--- src/rtl/core/slpf_pkg.sv ---
`timescale 1ns / 1ps
`default_nettype none
// ----------------------------------------------------------------------------
// slpf_pkg
// Shared types and constants of the shortest latency path finder.
// ----------------------------------------------------------------------------
package slpf_pkg;

    localparam int NODES   = 16;
    localparam int NODE_W  = 4;
    localparam int EDGES   = NODES * NODES;
    localparam int EDGE_W  = 2 * NODE_W;
    localparam int DELAY_W = 16;
    localparam int BW_W    = 8;
    localparam int LAT_W   = 32;
    localparam int KIND_W  = 2;

    localparam logic [KIND_W-1:0] KIND_NODE  = 2'd0;
    localparam logic [KIND_W-1:0] KIND_EDGE  = 2'd1;
    localparam logic [KIND_W-1:0] KIND_QUERY = 2'd2;

    typedef struct packed {
        logic wr_node;
        logic wr_edge;
        logic load;
        logic init;
        logic sel_step;
        logic settle;
        logic relax_step;
        logic walk_rd;
        logic walk_upd;
        logic push_from;
        logic emit;
        logic not_found;
    } cmd_t;

    typedef struct packed {
        logic ends_ok;
        logic scan_last;
        logic have;
        logic pick_is_to;
        logic relax_done;
        logic cur_is_from;
        logic len_full;
        logic emit_last;
    } status_t;

endpackage
`default_nettype wire

--- src/rtl/core/slpf_ctrl.sv ---
`timescale 1ns / 1ps
`default_nettype none
// ----------------------------------------------------------------------------
// slpf_ctrl
// Sequencer of the path finder: table writes, search rounds, path walk, output.
// ----------------------------------------------------------------------------
module slpf_ctrl (
    input  wire logic                     clk,
    input  wire logic                     rst_n,
    input  wire logic                     start,
    input  wire logic [slpf_pkg::KIND_W-1:0] kind,
    input  wire slpf_pkg::status_t        status,
    output slpf_pkg::cmd_t                cmd,
    output logic                          busy
);
    import slpf_pkg::*;

    localparam logic [3:0] S_IDLE     = 4'd0;
    localparam logic [3:0] S_CHECK    = 4'd1;
    localparam logic [3:0] S_SEL      = 4'd2;
    localparam logic [3:0] S_SEL_END  = 4'd3;
    localparam logic [3:0] S_RELAX    = 4'd4;
    localparam logic [3:0] S_WALK     = 4'd5;
    localparam logic [3:0] S_WALK_UPD = 4'd6;
    localparam logic [3:0] S_EMIT     = 4'd7;
    localparam logic [3:0] S_NOTF     = 4'd8;

    logic [3:0] state_reg;
    logic [3:0] state_next;

    always_ff @(posedge clk or negedge rst_n)
    begin
        if (!rst_n)
        begin
            state_reg <= S_IDLE;
        end
        else
        begin
            state_reg <= state_next;
        end
    end

    assign busy = (state_reg != S_IDLE);

    always_comb
    begin
        cmd        = '0;
        state_next = state_reg;
        case (state_reg)
            S_IDLE:
            begin
                if (start)
                begin
                    cmd.wr_node = (kind == KIND_NODE);
                    cmd.wr_edge = (kind == KIND_EDGE);
                    if (kind == KIND_QUERY)
                    begin
                        cmd.load   = 1'b1;
                        state_next = S_CHECK;
                    end
                end
            end
            S_CHECK:
            begin
                if (status.ends_ok)
                begin
                    cmd.init   = 1'b1;
                    state_next = S_SEL;
                end
                else
                begin
                    state_next = S_NOTF;
                end
            end
            S_SEL:
            begin
                cmd.sel_step = 1'b1;
                if (status.scan_last)
                begin
                    state_next = S_SEL_END;
                end
            end
            S_SEL_END:
            begin
                if (!status.have)
                begin
                    state_next = S_NOTF;
                end
                else
                begin
                    cmd.settle = 1'b1;
                    state_next = status.pick_is_to ? S_WALK : S_RELAX;
                end
            end
            S_RELAX:
            begin
                cmd.relax_step = 1'b1;
                if (status.relax_done)
                begin
                    state_next = S_SEL;
                end
            end
            S_WALK:
            begin
                if (status.len_full)
                begin
                    state_next = S_NOTF;
                end
                else if (status.cur_is_from)
                begin
                    cmd.push_from = 1'b1;
                    state_next    = S_EMIT;
                end
                else
                begin
                    cmd.walk_rd = 1'b1;
                    state_next  = S_WALK_UPD;
                end
            end
            S_WALK_UPD:
            begin
                cmd.walk_upd = 1'b1;
                state_next   = S_WALK;
            end
            S_EMIT:
            begin
                cmd.emit = 1'b1;
                if (status.emit_last)
                begin
                    state_next = S_IDLE;
                end
            end
            S_NOTF:
            begin
                cmd.not_found = 1'b1;
                state_next    = S_IDLE;
            end
            default:
            begin
                state_next = S_IDLE;
            end
        endcase
    end
endmodule
`default_nettype wire

--- config.mk ---
export PLATFORM = sky130hd
export DESIGN_NAME = slpf_ctrl
export DESIGN_NICKNAME = d
export VERILOG_FILES = /design/src/rtl/core/slpf_pkg.sv /design/src/rtl/core/slpf_ctrl.sv
export SDC_FILE = /design/constraint.sdc
export NUM_CORES = 1
export LEC_CHECK = 0
export BUFFER_PORTS_ARGS = -buffer_cell sky130_fd_sc_hd__clkbuf_2
export CORE_MARGIN = 5
export CORE_UTILIZATION = 30
export DETAILED_ROUTE_END_ITERATION = 16
export HOLD_SLACK_MARGIN = 0.02
export MAX_ROUTING_LAYER = met4
export PLACE_DENSITY = 0.66
export SYNTH_ARGS = -nofsm -noshare
export SYNTH_HDL_FRONTEND = slang
export SYNTH_SLANG_ARGS = --single-unit
--- constraint.sdc ---
create_clock -name clk -period 1.7 [get_ports clk]
set_input_delay 0.085 -clock clk [delete_from_list [all_inputs] [get_ports clk]]
set_output_delay 0.085 -clock clk [all_outputs]
set_load 0.01 [all_outputs]
==> summary.md, run 1 <==
| Metric | Value |
|---|---|
| Status | `completed` |
| Net Sw Power | `0.000447 W` |
| Final TNS setup | `0 ps` |
| Crit end category | `primary output` |
| Routed vias | `528` |
| Switching Fraction | `45.0%` |
| Ys async rst share | `100%` |
| Grt total ovfl | `0` |
| Post-DRT Antenna Nets | `0` |
| RSZ-0062 raised after global routing | `no` |
| Avg Cell Area, Syn | `7.51 sq um` |
| CORE AREA | `0.00135 sq mm` |
| Clk_lat worst skew | `230 ps` |
| Top Ports | `26` |
| Critical path class | `reg -> out` |
| Max H-tree Level | `1` |
| Synthesized Nets | `72` |
| DIE HEIGHT | `48.4 um` |
| Via-to-Cell Ratio | `5.18` |
| Synth top area share | `22.6%` |
| Peak VDD IR | `0.701 mV` |
| # setup viols final | `0` |
| Clock slew seen by the registers of the worst setup and hold paths | `40 ps` |
| Starting density of the core | `32.8%` |
| CP required | `1620 ps` |
| Post-route cell area | `643 sq um` |
| Clock Path Buffers | `2` |
| Tcrit/Tclk final | `94.3%` |
| Met3 Usage GRT | `4.59%` |
| Fmax | `624 MHz` |
| Cell family with most CP delay | `simple AND/OR/NAND/NOR gates` |
| Worst-margin pin slew | `287 ps` |
| Clock Power Share | `11.7%` |
| CP startpoint kind | `register` |
| Clock sinks | `4` |
| Share of the yosys chip area belonging to registers | `22.6%` |
| # nets final | `102` |
| PwrDens | `1540 mW/mm^2` |
| Ys Warns | `0` |
| Share of layout cells above drive strength 1 | `47.1%` |
| Dpl cell area | `583 sq um` |
| Std cell rows | `13` |
| Rel. slew slack | `80.9%` |
| Crit-path max FO | `6` |
| DR WL/cell | `12.5 um` |
| Die extent in x | `48.4 um` |
| Grt met1 use | `13.4%` |
| Largest net degree at the start of global routing | `18` |
| Post-Syn Area | `443 sq um` |
| Max Cap Violations | `0` |
| Worst path bufs/invs | `3` |
| Final hold vios | `0` |
| DRT Pass-1 Iters | `4` |
| RePlAce Congestion | `0.775` |
| Root Driver | `clkbuf_4` |
| Final Skew | `1.76 ps` |
| Power consumption | `0.000993 W` |
| Yosys top cell by area | `dfrtp_1` |
| Total GRT Usage | `11.2%` |
| Final wirelength | `1280 um` |
| Initial antenna violation count | `0` |
| Cell chain of the critical path | `nor4_4 -> buf_4 -> inv_2 -> nor4b_2 -> buf_2` |
| GR peak layer | `met2` |
| CP max stage cell | `dfrtp_2` |
| Largest register FFs | `4` |
| Number of global-route vias before repair | `460` |
| Minimum clock period | `1600 ps` |
| CP peak stage delay | `440 ps` |
| #FFs+latches synth | `4` |
| Leak pwr | `0.314 nW` |
| Largest cells by area after synthesis | `dfrtp_1 (23%), nor2b_1 (7.1%), nor3_1 (5.6%), nor4_2 (5.6%), nand2b_1 (4.2%)` |
| DRC errors left | `0` |
| Die area | `0.00234 sq mm` |
| First-pass GRT wire length | `2090 um` |
| Count of cell types in the netlist | `28` |
| Initial DRC Count | `5` |
| Worst path arrival time | `1520 ps` |
| TritonCTS clock tree | `done` |
| Max Slew Vio Count | `0` |
| Reg power frac | `24.3%` |
| Internal power | `0.000546 W` |
| Placed wire-length estimate | `1040 um` |
| Post-synth EDFFs | `0` |
| ANT cells | `0` |
| Met2 GRT Util | `16.5%` |
| Combinational share of power | `63.9%` |
| Area added between synthesis and finish | `45.2%` |
| Min-Delay Path Class | `in -> reg` |
| Main synth FF type | `dfrtp_1` |
| Post-Synthesis Cells | `59` |
| Top post-synthesis cells by count | `nor2_1 (5), nor2b_1 (5), nor3_1 (5), dfrtp_1 (4), inv_1 (4)` |
| Buffers added on ports | `25` |
| Num CTS Buffers | `3` |
-- metrics by stage --
step	hold WS, ps	setup WS, ps	instances	utilization (%)
2_1_floorplan	-211	192	59	-
3_3_place_gp	-105	147	97	43.2
3_5_place_dp	-105	149	97	43.2
4_1_cts	87.6	10.7	101	46.5
5_1_grt	96.5	20.5	102	47.6
6_report	86.2	97.7	102	47.6
-- metal layers --
layer  share of wire [%]  vias up
li1                    -      273
met1                  47      234
met2                  47       21
met3                 6.5        0
met4                   0        0
met5                   0        -
-- cell type report --
type | count | area [sq um]
inverter | 5 | 18.8
clock buffer | 3 | 22.5
tap | 15 | 18.8
sequential | 4 | 105
timing repair buffer | 30 | 165
multi-input combinational | 45 | 313
fill | 147 | 707
-- layout by cell type, fill, tap and decap left out, types with 2 or more instances in the layout --
| master | count |
|---|---|
| nor2b_1 | 5 |
| nor3_1 | 5 |
| clkbuf_4 | 3 |
| nand2_1 | 2 |
| o21ai_0 | 3 |
| nand2b_1 | 3 |
| a21oi_1 | 3 |
| buf_4 | 4 |
| inv_1 | 4 |
| nor4_1 | 3 |
| dfrtp_2 | 4 |
| nor2_1 | 5 |
| clkbuf_2 | 24 |
-- power by group through the flow --
stage	combinational (W)	clock [W]	sequential [W]
after global placement	0.000590	0	0.000224
after global routing	0.000701	0.000128	0.000249
after floorplan	0.000486	0	0.000157
final	0.000635	0.000117	0.000241
after detailed placement	0.000596	0	0.000226
after CTS	0.000614	0.000122	0.000245
-- cells by family (layout without fill, tap and decap cells) --
group / after synthesis / in the layout / share of synthesized area (%)
XOR/XNOR: 1 / 1 / 1.98
flip-flops: 4 / 4 / 22.6
AO/OA/AOI/OAI: 10 / 10 / 14.1
multiplexers: 1 / 1 / 3.39
buffers and inverters: 10 / 38 / 10.2
AND/OR/NAND/NOR: 33 / 33 / 47.7
-- timing repair --
action | 4_1_cts | 5_1_grt
pin swaps | 0 | 0
buffers inserted | 0 | 1
endpoints found under the setup margin | 2 | 1
hold buffers | 1 | 0
gates resized for setup | 4 | 3
endpoints found under the hold margin | 4 | 0
-- path summary, 6_finish.rpt --
check | end | depth (start not counted) | slack (ps) | from
worst max register to register | state_reg[1] | 5 | 120 | state_reg[0]
worst max-delay path | cmd[11] | 5 | 100 | state_reg[1]
worst min register to register | state_reg[3] | 1 | 570 | state_reg[3]
max in group asynchronous | state_reg[2] | 2 | 1380 | rst_n
worst min-delay path | state_reg[0] | 2 | 90 | status[0]
min in group asynchronous | state_reg[0] | 2 | 190 | rst_n
Power figures use the tool's default switching activity.
==> run 2, diff against run 1 <==
==> constraint.sdc (replaced) <==
create_clock -name clk -period 1.7 [get_ports clk]
set_input_delay 0.085 -clock clk [delete_from_list [all_inputs] [get_ports clk]]
set_output_delay 0.085 -clock clk [all_outputs]
set_load 0.05 [all_outputs]
==> summary.md, run 2 (synthesized netlist as in run 1, its figures left out) <==
| Metric | Value |
|---|---|
| Minimum clock period | `1720 ps` |
| # nets final | `106` |
| Die area | `0.00234 sq mm` |
| Max H-tree Level | `1` |
| DRT Pass-1 Iters | `4` |
| Die extent in x | `48.4 um` |
| Worst path arrival time | `1630 ps` |
| Final Skew | `5.58 ps` |
| Worst-margin pin slew | `331 ps` |
| Total GRT Usage | `11.8%` |
| CP startpoint kind | `register` |
| Most frequent cells in the layout | `clkbuf_2 (21), buf_4 (7), nor2_1 (5), nor2b_1 (5)` |
| Initial DRC Count | `7` |
| Clock slew seen by the registers of the worst setup and hold paths | `40 ps` |
| Area added between synthesis and finish | `73.4%` |
| Placed wire-length estimate | `1050 um` |
| Largest net degree at the start of global routing | `16` |
| RSZ-0062 raised after global routing | `yes` |
| Root Driver | `clkbuf_4` |
| Status | `complete, but fails checks` |
| Post-route setup slack | `-18.7 ps` |
| CORE AREA | `0.00135 sq mm` |
| Fmax | `582 MHz` |
| Tcrit/Tclk final | `101%` |
| Buffers added on ports | `25` |
| Finished Layout Cells | `106` |
| Num CTS Buffers | `3` |
| DIE HEIGHT | `48.4 um` |
| Min-Delay Path Class | `in -> reg` |
| # setup viols final | `1` |
| TritonCTS clock tree | `done` |
| Initial antenna violation count | `0` |
| Power consumption | `0.00133 W` |
| Clock sinks | `4` |
| CP required | `1620 ps` |
| DRC errors left | `0` |
| Grt total ovfl | `0` |
| Max Cap Violations | `0` |
| Final hold vios | `0` |
| Fill cells | `136` |
| Starting density of the core | `32.8%` |
| Placed cells | `99` |
| Largest register FFs | `4` |
| Number of global-route vias before repair | `536` |
| Routed vias | `549` |
| Most common cell after layout, fill and taps aside | `clkbuf_2` |
| Peak VDD IR | `1.21 mV` |
| Post-route cell area | `768 sq um` |
| Post-DRT Antenna Nets | `0` |
| Via-to-Cell Ratio | `5.18` |
| Violated checks | `setup timing` |
| Rel. slew slack | `78.0%` |
| Crit-path max FO | `6` |
| First-pass GRT wire length | `2260 um` |
| Std cell rows | `13` |
| PwrDens | `1730 mW/mm^2` |
| DR WL/cell | `13.3 um` |
| Clk_lat worst skew | `230 ps` |
| Clock Path Buffers | `2` |
| Worst hold stages | `2` |
| Final wirelength | `1410 um` |
| ANT cells | `0` |
| Share of layout cells above drive strength 1 | `56.0%` |
| Worst Reg2Reg Path Length in Cells | `4` |
| Dpl cell area | `658 sq um` |
| Top Ports | `26` |
| RePlAce Congestion | `0.824` |
| Leak pwr | `0.367 nW` |
| Max Slew Vio Count | `0` |
| Critical path class | `reg -> out` |
| Crit end category | `primary output` |
run 2: cell types whose count changed in the layout (fill, tap and decap cells not counted), sizes merged:
cell / before / now
buf: 5 / 9
run 2: layout make-up:
class	count	area, sq um	area share (%)
inverter	5	18.8	2.44
timing repair buffer	34	219	28.5
multi-input combinational	45	383	49.8
clock buffer	3	22.5	2.93
sequential	4	106	13.8
tap	15	18.8	2.44
run 2: metrics by stage:
step | setup TNS (ps) | util (%) | worst slack (ps) | hold slack [ps]
after CTS | -1.75 | 53.5 | -1.75 | 95.8
after global routing | -91.7 | 56.9 | -75.2 | 104
final | -18.7 | 56.9 | -18.7 | 92.9
after global placement | 0 | 48.7 | 116 | -105
after detailed placement | 0 | 48.7 | 77.5 | -106
after floorplan | -751 | - | -406 | -211
run 2: worst paths after layout:
check	endpoint	start	slack [ps]
max	cmd[11]	state_reg[2]	-20
max in group asynchronous	state_reg[0]	rst_n	1370
min reg2reg	state_reg[1]	state_reg[1]	670
min	state_reg[0]	status[0]	90
max reg2reg	state_reg[1]	state_reg[0]	70
min in group asynchronous	state_reg[2]	rst_n	190
run 2: power breakdown:
group          total, W  internal, W  switching, W
clock          0.000115    0.0000787     0.0000360
combinational  0.000959     0.000398      0.000561
sequential     0.000258     0.000145      0.000113
total           0.00133     0.000621      0.000710
run 2: worst max-delay path, stage by stage (launching register included):
cell,delay [ps]
dfrtp_4,500
nor4_4,340
inv_2,100
nor4b_4,230
clkbuf_8,230
run 2: repair_timing:
action,4_1_cts,5_1_grt
setup endpoints to repair,5,5
hold buffers,1,0
pin swaps,0,3
endpoints found under the hold margin,4,0
gates resized for setup,8,7
buffers inserted,0,3
run 2: routing by layer:
| metal | global-route usage, % | up-vias | wire length, um |
|---|---|---|---|
| met4 | 2.76 | 0 | 0 |
| met2 | 17.8 | 21 | 674 |
| met5 | - | - | 0 |
| met3 | 5.81 | 0 | 121 |
| li1 | - | 282 | - |
| met1 | 14.0 | 246 | 613 |
==> run 3, diff against run 2 <==
Settings changed: BUFFER_PORTS_ARGS -buffer_cell sky130_fd_sc_hd__clkbuf_2 to default, DONT_BUFFER_PORTS from default to 1, PLACE_DENSITY 0.66 to 0.51.
==> summary.md, run 3 (synthesized netlist as in run 1, its figures left out) <==
| Metric | Value |
|---|---|
| Total GRT Usage | `12.2%` |
| Max Cap Violations | `0` |
| Dpl cell area | `651 sq um` |
| Largest register FFs | `4` |
| CORE AREA | `0.00135 sq mm` |
| Num CTS Buffers | `3` |
| Most frequent cells in the layout | `buf_4 (17), nor2_1 (5), nor2b_1 (5)` |
| Worst hold endpoint | `state_reg[3]` |
| Most common cell after layout, fill and taps aside | `buf_4` |
| Hold Startpoint | `status[5]` |
| Placed wire-length estimate | `1080 um` |
| Die area | `0.00234 sq mm` |
| First-pass GRT wire length | `2260 um` |
| Post-DRT Antenna Nets | `0` |
| Net Sw Power | `0.000678 W` |
| PwrDens | `1800 mW/mm^2` |
| RePlAce Congestion | `0.837` |
| Worst path arrival time | `1550 ps` |
| Routed wl met3 | `119 um` |
| Crit end category | `primary output` |
| Routed vias | `527` |
| TritonCTS clock tree | `done` |
| Tcrit/Tclk final | `96.0%` |
| Routed length on met2 | `667 um` |
| Top Ports | `26` |
| DIE HEIGHT | `48.4 um` |
| Initial DRC Count | `5` |
| Fmax | `613 MHz` |
| DRT Pass-1 Iters | `4` |
| Largest net degree at the start of global routing | `12` |
| Combinational share of power | `74.8%` |
| Worst Setup SP | `state_reg[2]` |
| Final wirelength | `1360 um` |
| CP required | `1620 ps` |
| RR Startpoint | `state_reg[1]` |
| Grt total ovfl | `0` |
| Via-to-Cell Ratio | `5.61` |
| Post-route cell area | `719 sq um` |
| ANT cells | `0` |
| Min-Delay Path Class | `in -> reg` |
| Top layer reached by signal wires | `met3` |
| Status | `completed` |
| Rel. slew slack | `81.2%` |
| Minimum clock period | `1630 ps` |
| Worst Reg2Reg Path Length in Cells | `4` |
| Flop2flop setup slack | `150 ps` |
| Clock Power Share | `8.9%` |
| FF-to-FF End | `state_reg[1]` |
| Reg power frac | `16.3%` |
| Die extent in x | `48.4 um` |
| Worst-margin pin slew | `280 ps` |
| Area added between synthesis and finish | `62.4%` |
| RSZ-0062 raised after global routing | `yes` |
| Final hold vios | `0` |
| Clk_lat worst skew | `230 ps` |
| Clock slew seen by the registers of the worst setup and hold paths | `30 ps` |
| Number of global-route vias before repair | `504` |
| Leak pwr | `0.319 nW` |
| Starting density of the core | `32.8%` |
| Crit-path max FO | `7` |
| Share of layout cells above drive strength 1 | `45.6%` |
| Clock sinks | `4` |
| Met1 wire length | `568 um` |
| CP startpoint kind | `register` |
| Critical path class | `reg -> out` |
| Final Skew | `3.58 ps` |
| Buffers added on ports | `0` |
| Clock Path Buffers | `2` |
| DR WL/cell | `14.4 um` |
| Hold slack | `101 ps` |
| Power consumption | `0.00129 W` |
| # setup viols final | `0` |
| Root Driver | `clkbuf_4` |
| Internal power | `0.000617 W` |
| Initial antenna violation count | `0` |
| Max H-tree Level | `1` |
| Worst hold stages | `3` |
| Std cell rows | `13` |
| Switching Fraction | `52.3%` |
| Max Slew Vio Count | `0` |
| # nets final | `94` |
| Peak VDD IR | `1.01 mV` |
| DRC errors left | `0` |
## run 3: metrics by stage
step,utilization (%),setup WS (ps),TNS [ps],instances
2_1_floorplan,-,-406,-751,59
3_3_place_gp,48.2,173,0,88
3_5_place_dp,48.2,175,0,88
4_1_cts,52.4,18.7,0,93
5_1_grt,53.3,-67.6,-67.6,94
6_report,53.3,68.0,0,94
## run 3: worst max-delay path by stage
| stage | to | slack [ps] | depth (start not counted) |
|---|---|---|---|
| 4_1_cts | cmd[2] | 20 | 4 |
| 3_3_place_gp | state_reg[1] | 170 | 4 |
| 3_5_place_dp | state_reg[1] | 180 | 3 |
| 5_1_grt | cmd[11] | -70 | 4 |
| 2_1_floorplan | cmd[11] | -410 | 4 |
| 6_report | cmd[11] | 70 | 4 |
## run 3: final cells by class
cell class                      count  area, sq um
Inverter                            5         18.8
Multi-Input combinational cell     45          367
Sequential cell                     4          103
Tap cell                           15         18.8
Timing Repair Buffer               22          190
Clock buffer                        3         22.5
Fill cell                         143          631
## run 3: what timing repair did
action	4_1_cts	5_1_grt
setup buffers	0	1
resized for setup	3	2
endpoints found under the hold margin	5	0
pin swaps	0	2
gates cloned	0	0
endpoints found under the setup margin	2	3
hold buffers	2	0
## run 3: power groups by stage
stage,Sequential [W],Combinational [W],Clock [W]
2_1_floorplan,0.000157,0.000741,0
3_3_place_gp,0.000197,0.000931,0
3_5_place_dp,0.000197,0.000930,0
4_1_cts,0.000211,0.000951,0.000125
5_1_grt,0.000220,0.00105,0.000136
6_report,0.000211,0.000968,0.000116
## run 3: layer usage
metal | track usage, % | vias up
li1 | - | 255
met1 | 14.5 | 245
met2 | 18.3 | 27
met3 | 5.20 | 0
met4 | 4.15 | 0
met5 | - | -
## run 3: worst max-delay path, cell delays in order, from the launching register on
cell and delay, ps:
dfrtp_2 460, nor4_4 340, inv_2 80, nor4b_2 210
buf_4 230
